--- src/ogpf_pkg.sv ---
// Shared constants, codes and types of the occupancy grid point filter.
package ogpf_pkg;

    // Map store and grid geometry.
    localparam int MAP_CELLS = 1048576;
    localparam int MAX_SIDE  = 4096;
    localparam int ADDR_W    = $clog2(MAP_CELLS);
    localparam int SIDE_W    = $clog2(MAX_SIDE);
    localparam int DIM_W     = SIDE_W + 1;
    localparam int IDX_W     = SIDE_W + DIM_W;
    localparam int CMP_W     = 33;

    // Fixed field widths.
    localparam int COORD_W  = 32;
    localparam int DIFF_W   = COORD_W + 1;
    localparam int CPM_W    = 32;
    localparam int HALF_W   = CPM_W / 2;
    localparam int PP_W     = DIFF_W + HALF_W;
    localparam int SUM_W    = PP_W + 1;
    localparam int GRID_W   = 13;
    localparam int OCC_W    = 8;
    localparam int WIDX_W   = 20;
    localparam int CELL_W   = 20;
    localparam int CFG_IDX_W  = 3;
    localparam int CFG_DATA_W = 32;

    // Register reset values.
    localparam logic [CPM_W-1:0]  CPM_RESET       = 32'd1310720;
    localparam logic [GRID_W-1:0] GRID_SIDE_RESET = 13'd1024;
    localparam logic [OCC_W-1:0]  THRESHOLD_RESET = 8'd30;

    typedef enum logic [CFG_IDX_W-1:0] {
        REG_MAP_LOADED      = 3'd0,
        REG_ORIGIN_X        = 3'd1,
        REG_ORIGIN_Y        = 3'd2,
        REG_CELLS_PER_METRE = 3'd3,
        REG_GRID_WIDTH      = 3'd4,
        REG_GRID_HEIGHT     = 3'd5,
        REG_FREE_THRESHOLD  = 3'd6
    } t_cfg_reg;

    typedef enum logic {
        OP_CLASSIFY = 1'b0,
        OP_WRITE    = 1'b1
    } t_opcode;

    typedef struct packed {
        logic                       map_loaded;
        logic signed [COORD_W-1:0]  origin_x;
        logic signed [COORD_W-1:0]  origin_y;
        logic [CPM_W-1:0]           cells_per_metre;
        logic [GRID_W-1:0]          grid_width;
        logic [GRID_W-1:0]          grid_height;
        logic signed [OCC_W-1:0]    free_threshold;
    } t_cfg;

    // Stage load enables and the write strobe for the map store.
    typedef struct packed {
        logic en_s1;
        logic en_s2;
        logic en_s3;
        logic en_s4;
        logic en_s5;
        logic s4_write;
    } t_pipe_ctl;

    // Cell coordinates leaving the cell calculation.
    typedef struct packed {
        logic              coord_ok;
        logic [SIDE_W-1:0] col;
        logic [SIDE_W-1:0] row;
        logic [WIDX_W-1:0] write_index;
        logic [OCC_W-1:0]  write_value;
    } t_cell;

    // Map lookup result.
    typedef struct packed {
        logic                    in_map;
        logic [IDX_W-1:0]        idx;
        logic signed [OCC_W-1:0] occupancy;
    } t_lookup;

    // Grid side limited to the largest supported side.
    function automatic logic [DIM_W-1:0] clamp_side(input logic [GRID_W-1:0] side);
        logic [DIM_W-1:0] res;
        if (32'(side) > 32'(MAX_SIDE)) begin
            res = DIM_W'(MAX_SIDE);
        end else begin
            res = DIM_W'(side);
        end
        return res;
    endfunction

endpackage

--- src/ogpf_if.sv ---


interface ogpf_cfg_if;
    logic                               valid;
    logic                               ready;
    logic [ogpf_pkg::CFG_IDX_W-1:0]     index;
    logic [ogpf_pkg::CFG_DATA_W-1:0]    data;

    modport source (output valid, index, data, input ready);
    modport sink (input valid, index, data, output ready);
endinterface

--- src/ogpf_cfg_regs.sv ---
// Configuration register file of the occupancy grid point filter.
module ogpf_cfg_regs (
    input  logic                i_clk,
    input  logic                i_rst_n,
    ogpf_cfg_if.sink            i_cfg,
    output ogpf_pkg::t_cfg      o_cfg
);

    ogpf_pkg::t_cfg r_cfg;
    ogpf_pkg::t_cfg n_cfg;

    assign i_cfg.ready = 1'b1;
    assign o_cfg       = r_cfg;

    always_comb begin
        n_cfg = r_cfg;
        if (i_cfg.valid) begin
            case (ogpf_pkg::t_cfg_reg'(i_cfg.index))
                ogpf_pkg::REG_MAP_LOADED: begin
                    n_cfg.map_loaded = i_cfg.data[0];
                end
                ogpf_pkg::REG_ORIGIN_X: begin
                    n_cfg.origin_x = $signed(i_cfg.data[ogpf_pkg::COORD_W-1:0]);
                end
                ogpf_pkg::REG_ORIGIN_Y: begin
                    n_cfg.origin_y = $signed(i_cfg.data[ogpf_pkg::COORD_W-1:0]);
                end
                ogpf_pkg::REG_CELLS_PER_METRE: begin
                    n_cfg.cells_per_metre = i_cfg.data[ogpf_pkg::CPM_W-1:0];
                end
                ogpf_pkg::REG_GRID_WIDTH: begin
                    n_cfg.grid_width = i_cfg.data[ogpf_pkg::GRID_W-1:0];
                end
                ogpf_pkg::REG_GRID_HEIGHT: begin
                    n_cfg.grid_height = i_cfg.data[ogpf_pkg::GRID_W-1:0];
                end
                ogpf_pkg::REG_FREE_THRESHOLD: begin
                    n_cfg.free_threshold = $signed(i_cfg.data[ogpf_pkg::OCC_W-1:0]);
                end
                default: begin
                    n_cfg = r_cfg;
                end
            endcase
        end
    end

    always_ff @(posedge i_clk) begin
        if (!i_rst_n) begin
            r_cfg.map_loaded      <= 1'b0;
            r_cfg.origin_x        <= '0;
            r_cfg.origin_y        <= '0;
            r_cfg.cells_per_metre <= ogpf_pkg::CPM_RESET;
            r_cfg.grid_width      <= ogpf_pkg::GRID_SIDE_RESET;
            r_cfg.grid_height     <= ogpf_pkg::GRID_SIDE_RESET;
            r_cfg.free_threshold  <= $signed(ogpf_pkg::THRESHOLD_RESET);
        end else begin
            r_cfg <= n_cfg;
        end
    end

endmodule

--- src/flat_wrapper.sv ---
// flat-port wrapper written by rule: the top's interface ports become plain ports
module ogpf_cfg_regs_flat 
  (i_clk, i_rst_n, o_cfg, i_cfg_valid, i_cfg_index, i_cfg_data, i_cfg_ready);
  ogpf_cfg_if i_cfg_i ();
  input  logic i_clk;
  input  logic i_rst_n;
  output ogpf_pkg::t_cfg o_cfg;
  input wire logic [$bits(i_cfg_i.valid)-1:0] i_cfg_valid;
  input wire logic [$bits(i_cfg_i.index)-1:0] i_cfg_index;
  input wire logic [$bits(i_cfg_i.data)-1:0] i_cfg_data;
  output wire logic [$bits(i_cfg_i.ready)-1:0] i_cfg_ready;
  assign i_cfg_i.valid = i_cfg_valid;
  assign i_cfg_i.index = i_cfg_index;
  assign i_cfg_i.data = i_cfg_data;
  assign i_cfg_ready = i_cfg_i.ready;
  ogpf_cfg_regs u_core (.i_clk(i_clk), .i_rst_n(i_rst_n), .i_cfg(i_cfg_i), .o_cfg(o_cfg));
endmodule
--- config.mk ---
export PLATFORM = sky130hd
export DESIGN_NAME = ogpf_cfg_regs_flat
export DESIGN_NICKNAME = d
export VERILOG_FILES = /design/src/ogpf_pkg.sv /design/src/ogpf_if.sv /design/src/ogpf_cfg_regs.sv /design/src/flat_wrapper.sv
export SDC_FILE = /design/constraint.sdc
export NUM_CORES = 1
export LEC_CHECK = 0
export BUFFER_PORTS_ARGS = -buffer_cell sky130_fd_sc_hd__buf_2
export CAP_MARGIN = 25
export CORE_MARGIN = 1.5
export CORE_UTILIZATION = 50
export DETAILED_ROUTE_END_ITERATION = 16
export GPL_TIMING_DRIVEN = 0
export PLACE_DENSITY = 0.77
export SLEW_MARGIN = 30
export SYNTH_ARGS = -nofsm -noshare
export SYNTH_HDL_FRONTEND = slang
export SYNTH_SLANG_ARGS = --single-unit
--- constraint.sdc ---
create_clock -name i_clk -period 1.15 [get_ports i_clk]
set_input_delay 0.0575 -clock i_clk [delete_from_list [all_inputs] [get_ports i_clk]]
set_output_delay 0.0575 -clock i_clk [all_outputs]
set_load 0.01 [all_outputs]
==> Yosys cells after proc, flatten, opt, wreduce, memory -nomap -nowiden <==
Cells that the tools add are included.
{ "totals": {"elab_cells": 21, "input_bits": 38, "reg_bits": 131, "out_inout_bits": 132} }
{ "op_classes": {"eq_ne": 6, "reduce_logical": 8} }
{ "op_table": {"columns": ["operator", "n"], "rows": [
  ["2-bit AND reduction", 7],
  ["3-bit == test (second input constant)", 3],
  ["3-bit by 2-bit == test with 1-bit output (second input constant)", 2],
  ["3-bit by 1-bit == test with 1-bit output (second input constant)", 1],
  ["3-bit zero test", 1]
]} }

==> Logic depth before layout (Yosys ltp) <==
Gate-level depths: netlist of run 1.
{ "depth": {"word_depth": 2, "mapped_depth": 5, "mapped_depth_nobuf": 2} }

==> Worst setup path before layout of run 1 <==
OpenSTA, ideal clock, no wires.
{ "synth_timing": {"path_kind": "input-to-reg", "from": "in i_cfg_index[2]", "to": "reg u_core.r_cfg, in the netlist u_core.o_cfg[39]", "path_stages": 5, "arrival_time_ps": 879, "path_buffers": 3, "required_ps": 1078, "setup_slack_ps": 199, "path_cell_list": "buf_2 > and4b_1 > buf_6 > buf_6 > mux2i_1"} }
{ "synth_between": {"elab_chain_cells": 2} }
{ "synth_lines": {"columns": ["item", "line", "text"], "rows": [
  ["start, declared", "flat_wrapper.sv:9", "input wire logic [$bits(i_cfg_i.index)-1:0] i_cfg_index;"],
  ["3-bit by 2-bit == test with 1-bit output", "ogpf_cfg_regs.sv:18", "case (ogpf_pkg::t_cfg_reg'(i_cfg.index))"],
  ["2-bit AND reduction (no source line)", null, null],
  ["end signal, assigned", "ogpf_cfg_regs.sv:57", "r_cfg <= n_cfg;"],
  ["end, declared", "ogpf_cfg_regs.sv:9", "ogpf_pkg::t_cfg r_cfg;"]
]} }
Every way passes these cells.
A chain may end at the register's enable or synchronous reset.

==> Worst setup path after layout of run 1 <==
{ "layout_timing": {"from": "in i_cfg_index[2]", "to": "reg u_core.r_cfg, in the netlist u_core.o_cfg[37]"} }
The elaborated chain is that of the path after synthesis.

==> flow_metrics.py, run 1 <==
metrics = {
    "timing": {
        "min_period_ns": 1.14,
        "tightest_slew_ns": 0.572,
        "finalHoldViolCount": 0,
        "drv_slew": 0,
        "fmax_mhz": 880,
        "timing.hold.ws_ns": 0.164,
        "max_slew_margin_pct": 61.8,
        "finalSetupViolations": 0,
        "rsz0062_at_grt": "yes",
        "period_share_pct": 98.8,
        "fin_worst_skew_ns": 0,
    },
    "finish": {
        "antenna_cells": 0,
        "regArea_um2": 2620,
        "nets": 736,
        "area_growth_pct": 39.2,
        "multi_input_area_um2": 2080,
        "largest_reg_flops": 131,
        "nFillCells": 734,
        "finish.utilization_pct": 71.3,
        "layout-drive-gt1-share_pct": 32.2,
        "final_cell_count_no_fill": 844,
    },
    "logic_synthesis": {
        "syn_area_per_cell_um2": 10.4,
        "synth_top_family_by_area": "multiplexers",
        "syn_nets": 517,
        "synth_cells": 479,
        "synth_cell_types": 16,
        "synth.area.top_cells": "dfxtp_1, mux2i_1, nand2_1",
        "synth_fa_ha_area_share_pct": 0,
        "synth_xor_area_share_pct": 0,
        "synth_area_leader_cell": "dfxtp_1",
        "synth_compound_area_share_pct": 0,
        "synthSimpleGateAreaFrac_pct": 15.4,
        "ys_seq_area_share_pct": 52.8,
        "yosysWarnings": 0,
        "synthMuxAreaShare_pct": 26.4,
        "synth_top_area_share_pct": 52.8,
        "synth_seq_cells": 131,
        "syn_area_um2": 4960,
    },
    "clocking": {
        "clk_pin_slew_worst_paths_ns": 0.07,
        "post_cts_buffers": 0,
        "htreeDepth": 4,
        "cts_buffers": 17,
        "cts_tree": "yes",
        "cts_root_buffer": "clkbuf_8",
        "cts_buffer_depth": 2,
        "cts_num_sinks": 131,
        "clkLatencyLatePin_ns": 0.52,
    },
    "place": {
        "place_inst": 777,
        "gp_congestion": 0.778,
        "dpl.hpwl_mm": 9.27,
        "port_buffers": 165,
    },
    "min_path": {
        "hold_class": "primary input to register",
        "hold_start": "i_rst_n",
        "worstHoldPathCells": 4,
        "whs_endpoint": "u_core.o_cfg[76]$_SDFFE_PN0P_",
    },
    "detailed_routing": {
        "met3_wirelength_um": 956,
        "vias": 4177,
        "wirelength_met1_mm": 5.60,
        "drtPass1Iterations": 4,
        "initialDrtViolationCount": 128,
        "drt-total-wl_mm": 13.4,
        "met2_wirelength_mm": 6.74,
        "antenna_left": 0,
        "wl_per_cell_um": 15.9,
        "viasPerCell": 4.95,
        "highest_layer": "met4",
        "drc": 0,
    },
    "global_routing": {
        "grt_max_degree": 17,
        "grt_pass1_vias": 4115,
        "grt.total_usage_pct": 26.0,
        "grt_pass1_wl_mm": 20.4,
        "antenna_found_initial": 0,
        "grt.overflow.total": 0,
    },
    "setup_path": {
        "crit_chain": "dlygate4sd3_1, buf_2, and4b_1, buf_6, buf_6, mux2i_2",
        "slowest_stage": "dlygate4sd3_1",
        "cp_common_cell": "buf_6",
        "r2r_end": "u_core.o_cfg[4]$_SDFFE_PN1P_",
        "r2r_cells": 2,
        "critical_path_class": "primary input to register",
        "slowest_delay_ns": 0.54,
        "r2r_setup_slack_ns": 0.47,
        "cp_data_required_time_ns": 1.60,
        "cp-start-kind": "primary input",
        "crit_family": "buffers and inverters",
        "critPathMaxFanout": 10,
        "cp_num_buf_inv": 4,
        "critPathArrivalTime_ns": 1.58,
        "reg2reg_from": "u_core.o_cfg[4]$_SDFFE_PN1P_",
        "end_kind": "register",
    },
    "power_and_ir_drop": {
        "p_leak_nw": 3.59,
        "total_power_mw": 10.9,
        "irDropWorstVdd_mv": 0.903,
        "power.density_nw_per_um2": 1570,
    },
    "die": {
        "dieArea_um2": 10500,
        "initial_core_util_pct": 51.2,
        "top_level_ports": 170,
        "core_area_um2": 9680,
        "fp.dieW_um": 103,
        "rows": 36,
        "die_h_um": 103,
    },
    "run": {
        "max_cap_violations": 0,
    },
    "run_status": {
        "status": "finished clean",
    },
}
per-layer routing:
| metal | track usage (%) | vias to the layer above |
|---|---|---|
| li1 | - | 2019 |
| met1 | 29.4 | 1986 |
| met2 | 45.8 | 159 |
| met3 | 9.29 | 13 |
| met4 | 8.64 | 0 |
| met5 | 0 | - |
tightest hold or removal path: cells and delay by family:
family | cells | cell delay [ns]
mux | 1 | 0.07
simple gates | 1 | 0.14
buf+inv | 2 | 0.36
power by group:
part	switching [mW]	total, mW	internal (mW)
registers	0.0509	4.69	4.64
logic	0.436	0.789	0.353
clock network	1.98	5.39	3.41
total	2.47	10.9	8.40
how the worst max path moves through the flow:
stage | cells after the start | slack [ns] | end | startpoint
floorplan | 5 | 0.20 | u_core.o_cfg[39]$_SDFFE_PN0P_ | i_cfg_index[2]
global placement | 5 | -0.07 | u_core.o_cfg[21]$_SDFFE_PN0P_ | i_rst_n
global route | 6 | -0.009 | u_core.o_cfg[37]$_SDFFE_PN0P_ | i_cfg_index[2]
detailed placement | 5 | -0.15 | u_core.o_cfg[29]$_SDFFE_PN0P_ | i_rst_n
finish | 6 | 0.01 | u_core.o_cfg[37]$_SDFFE_PN0P_ | i_cfg_index[2]
CTS | 6 | 0.02 | u_core.o_cfg[29]$_SDFFE_PN0P_ | i_cfg_index[1]
synth_stat cells:
master / instances
nand2_1: 155
dfxtp_1: 131
mux2i_1: 131
buf_2: 16
nor2b_1: 15
buf_6: 12
clkbuf_1: 7
and4b_1: 2
buf_4: 2
nand4bb_1: 2
and4bb_1: 1
clkbuf_2: 1
conb_1: 1
nand4b_1: 1
nand4b_2: 1
nor4b_1: 1
logic make-up after synthesis:
kind of cell           after synthesis
muxes                              131
and+or+nand+nor                    178
other                                1
DFF                                131
buffers and inverters               38
through the flow:
stage	area, um2	setup WS (ns)	TNS, ns
after floorplan	4960	0.199	0
after detailed placement	5950	-0.146	-3.25
after global placement	5950	-0.0676	-1.22
after global routing	6910	-0.00912	-0.0111
final	6910	0.0134	0
after CTS	6920	0.0202	0
layout make-up:
cell class	instances	share of cell area [%]
well taps	133	2.41
clock buffers	19	6.39
flip-flops and latches	131	38.0
clock inverters	13	2.30
plain buffers	37	3.62
repair buffers	201	17.2
multi-input cells	310	30.1
timing repair:
| item | 4_1_cts | 5_1_grt |
|---|---|---|
| hold endpoints to repair | 130 | 0 |
| hold buffers | 36 | 0 |
| endpoints found under the setup margin | 0 | 8 |
| gates resized for setup | 0 | 1 |
cell usage in the layout, fill, tap and decap left out, drive strengths merged:
master	synthesis	routed
dfxtp	131	131
dlygate4sd3	0	36
nor4b	1	1
and4bb	1	1
clkinvlp	0	3
clkbuf	8	27
nor2b	15	15
nand4b	2	2
and4b	2	2
nand2	155	155
conb	1	1
nand4bb	2	2
clkinv	0	7
bufinv	0	3
mux2i	131	131
buf	30	194
No activity file was read; power rests on OpenSTA's default activity.
==> run 2: changes to the inputs <==
--- a/config.mk
+++ b/config.mk
@@ -7,11 +7,15 @@
 export LEC_CHECK = 0
 export BUFFER_PORTS_ARGS = -buffer_cell sky130_fd_sc_hd__buf_2
 export CAP_MARGIN = 25
+export CELL_PAD_IN_SITES_DETAIL_PLACEMENT = 1
+export CELL_PAD_IN_SITES_GLOBAL_PLACEMENT = 1
+export CORE_ASPECT_RATIO = 0.8
 export CORE_MARGIN = 1.5
-export CORE_UTILIZATION = 50
+export CORE_UTILIZATION = 37
+export CTS_CLUSTER_DIAMETER = 80
 export DETAILED_ROUTE_END_ITERATION = 16
 export GPL_TIMING_DRIVEN = 0
-export PLACE_DENSITY = 0.77
+export PLACE_DENSITY = 0.75
 export SLEW_MARGIN = 30
 export SYNTH_ARGS = -nofsm -noshare
 export SYNTH_HDL_FRONTEND = slang
==> run 2 against run 1 <==
Compared with the run above:
- first-iteration DRC count is 14% lower
- critical path type is now register to primary output
- power is 2.4% higher
- critical endpoint is now o_cfg[106]
- fmax increased by 16%
- sequential power is essentially flat
==> flow_metrics.py, run 2 (synthesis gave the netlist of run 1 again) <==
metrics = {
    "run_status": {
        "status": "finished clean",
    },
    "place": {
        "place_area_um2": 6010,
        "port_buffers": 165,
        "place_inst": 819,
        "gp_congestion": 0.784,
        "dpl.hpwl_mm": 11.1,
    },
    "clocking": {
        "cts_num_sinks": 131,
        "cts_buffers": 17,
        "cts_root_buffer": "clkbuf_16",
        "cts_repair_resize_count": 0,
        "post_cts_buffers": 0,
        "clk_pin_slew_worst_paths_ns": 0.05,
        "clkLatencyLatePin_ns": 0.41,
        "cts_tree": "yes",
        "htreeDepth": 4,
        "cts_buffer_depth": 2,
    },
    "power_and_ir_drop": {
        "irDropWorstVdd_mv": 1.14,
        "p_seq_share_pct": 42.2,
        "internal_power_mw": 8.69,
        "power.share.clock_pct": 50.8,
        "switching_share_pct": 21.9,
        "pwr-share-comb_pct": 7.0,
        "p_switching_mw": 2.44,
        "p_leak_nw": 3.55,
        "total_power_mw": 11.1,
        "power.density_nw_per_um2": 1620,
    },
    "timing": {
        "tightest_slew_ns": 0.617,
        "finalHoldViolCount": 0,
        "drv_slew": 0,
        "rsz0062_at_grt": "no",
        "finalSetupViolations": 0,
        "min_period_ns": 0.982,
        "fin_worst_skew_ns": 0,
        "fmax_mhz": 1020,
        "period_share_pct": 85.4,
        "max_slew_margin_pct": 58.9,
    },
    "global_routing": {
        "grt.overflow.total": 0,
        "grt.total_usage_pct": 22.9,
        "grt_pass1_vias": 4556,
        "grt_max_degree": 17,
        "antenna_found_initial": 0,
        "grt_pass1_wl_mm": 24.5,
    },
    "finish": {
        "regArea_um2": 2620,
        "fin_area_um2": 6870,
        "nets": 725,
        "area_growth_pct": 38.4,
        "multi_input_area_um2": 2080,
        "final_cell_count_no_fill": 874,
        "finish.utilization_pct": 53.0,
        "layout_common_cells": "buf_2, nand2_1, mux2i_1, dfxtp_1, dlygate4sd3_1",
        "final_common_cell": "buf_2",
        "layout-drive-gt1-share_pct": 32.2,
        "largest_reg_flops": 131,
        "antenna_cells": 0,
        "nFillCells": 1493,
    },
    "min_path": {
        "hold_class": "primary input to register",
    },
    "detailed_routing": {
        "drc": 0,
        "initialDrtViolationCount": 110,
        "vias": 4177,
        "drtPass1Iterations": 4,
        "antenna_left": 0,
        "viasPerCell": 4.78,
        "wl_per_cell_um": 17.8,
        "drt-total-wl_mm": 15.6,
    },
    "setup_path": {
        "cp_data_required_time_ns": 1.09,
        "slowest_stage": "dfxtp_1",
        "slowest_delay_ns": 0.36,
        "end_kind": "primary output",
        "cp-start-kind": "register",
        "crit_family": "flip-flops",
        "critPathMaxFanout": 2,
        "crit_chain": "buf_2",
        "cp_num_buf_inv": 1,
        "critPathArrivalTime_ns": 0.92,
        "critical_path_class": "register to primary output",
        "r2r_setup_slack_ns": 0.46,
    },
    "die": {
        "initial_core_util_pct": 38.3,
        "top_level_ports": 170,
        "core_area_um2": 13000,
        "dieArea_um2": 14100,
        "rows": 37,
        "die_h_um": 107,
        "fp.dieW_um": 132,
    },
    "run": {
        "max_cap_violations": 0,
    },
}
## run 2: changes by cell type in the layout (fill, tap and decap cells not counted)
cell / previous run / this run
dlygate4sd3_1: 36 / 24
clkbuf_1: 7 / 10
clkinv_2: 4 / 2
clkinv_4: 3 / 1
buf_6: 11 / 12
bufinv_16: 3 / 4
clkbuf_16: 16 / 17
clkbuf_8: 3 / 2
clkinvlp_4: 3 / 2
mux2i_1: 130 / 131
mux2i_2: 1 / 0
## run 2: path summary, 6_finish.rpt
| kind | cells after the start | end | start |
|---|---|---|---|
| worst max register to register | 2 | u_core.o_cfg[106]$_SDFFE_PN0P_ | u_core.o_cfg[106]$_SDFFE_PN0P_ |
| worst min register to register | 2 | u_core.o_cfg[81]$_SDFFE_PN0P_ | u_core.o_cfg[81]$_SDFFE_PN0P_ |
| worst min-delay path | 3 | u_core.o_cfg[110]$_SDFFE_PN0P_ | i_cfg_data[12] |
| worst max-delay path | 1 | o_cfg[106] | u_core.o_cfg[106]$_SDFFE_PN0P_ |
## run 2: repair_timing
item / CTS / global route
endpoints found under the setup margin: 0 / 0
hold buffers: 24 / 0
hold endpoints to repair: 64 / 0
## run 2: per-layer routing
layer,wire length (um),GRT usage (%),up-vias,part of all wire (%)
met1,6970,27.5,2035,45
met4,344,8.79,0,2.2
met3,739,6.48,27,4.7
li1,-,-,2003,-
met2,7540,39.2,112,48
met5,0,0,-,0
## run 2: cell type report
class / count / share of cell area (%)
buffer: 38 / 3.81
clock buffer: 22 / 6.76
tap: 175 / 3.19
clock inverter: 9 / 2.24
timing repair buffer: 189 / 15.5
sequential: 131 / 38.2
multi-input combinational: 310 / 30.3
## run 2: power groups by stage
| stage | sequential [mW] | clock (mW) | combinational (mW) |
|---|---|---|---|
| final | 4.70 | 5.66 | 0.779 |
| after global routing | 4.71 | 5.98 | 0.843 |
| after CTS | 4.70 | 5.77 | 0.784 |
| after detailed placement | 4.79 | 0 | 0.717 |
| after global placement | 4.79 | 0 | 0.694 |
| after floorplan | 4.83 | 0 | 0.354 |
## run 2: stage by stage
step | hold slack, ns | setup TNS [ns] | setup slack [ns]
6_report | 0.0274 | 0 | 0.168
5_1_grt | 0.0419 | 0 | 0.0862
3_5_place_dp | 0.349 | -3.49 | -0.186
2_1_floorplan | 0.219 | 0 | 0.199
3_3_place_gp | 0.335 | -1.54 | -0.113
4_1_cts | 0.0172 | 0 | 0.158
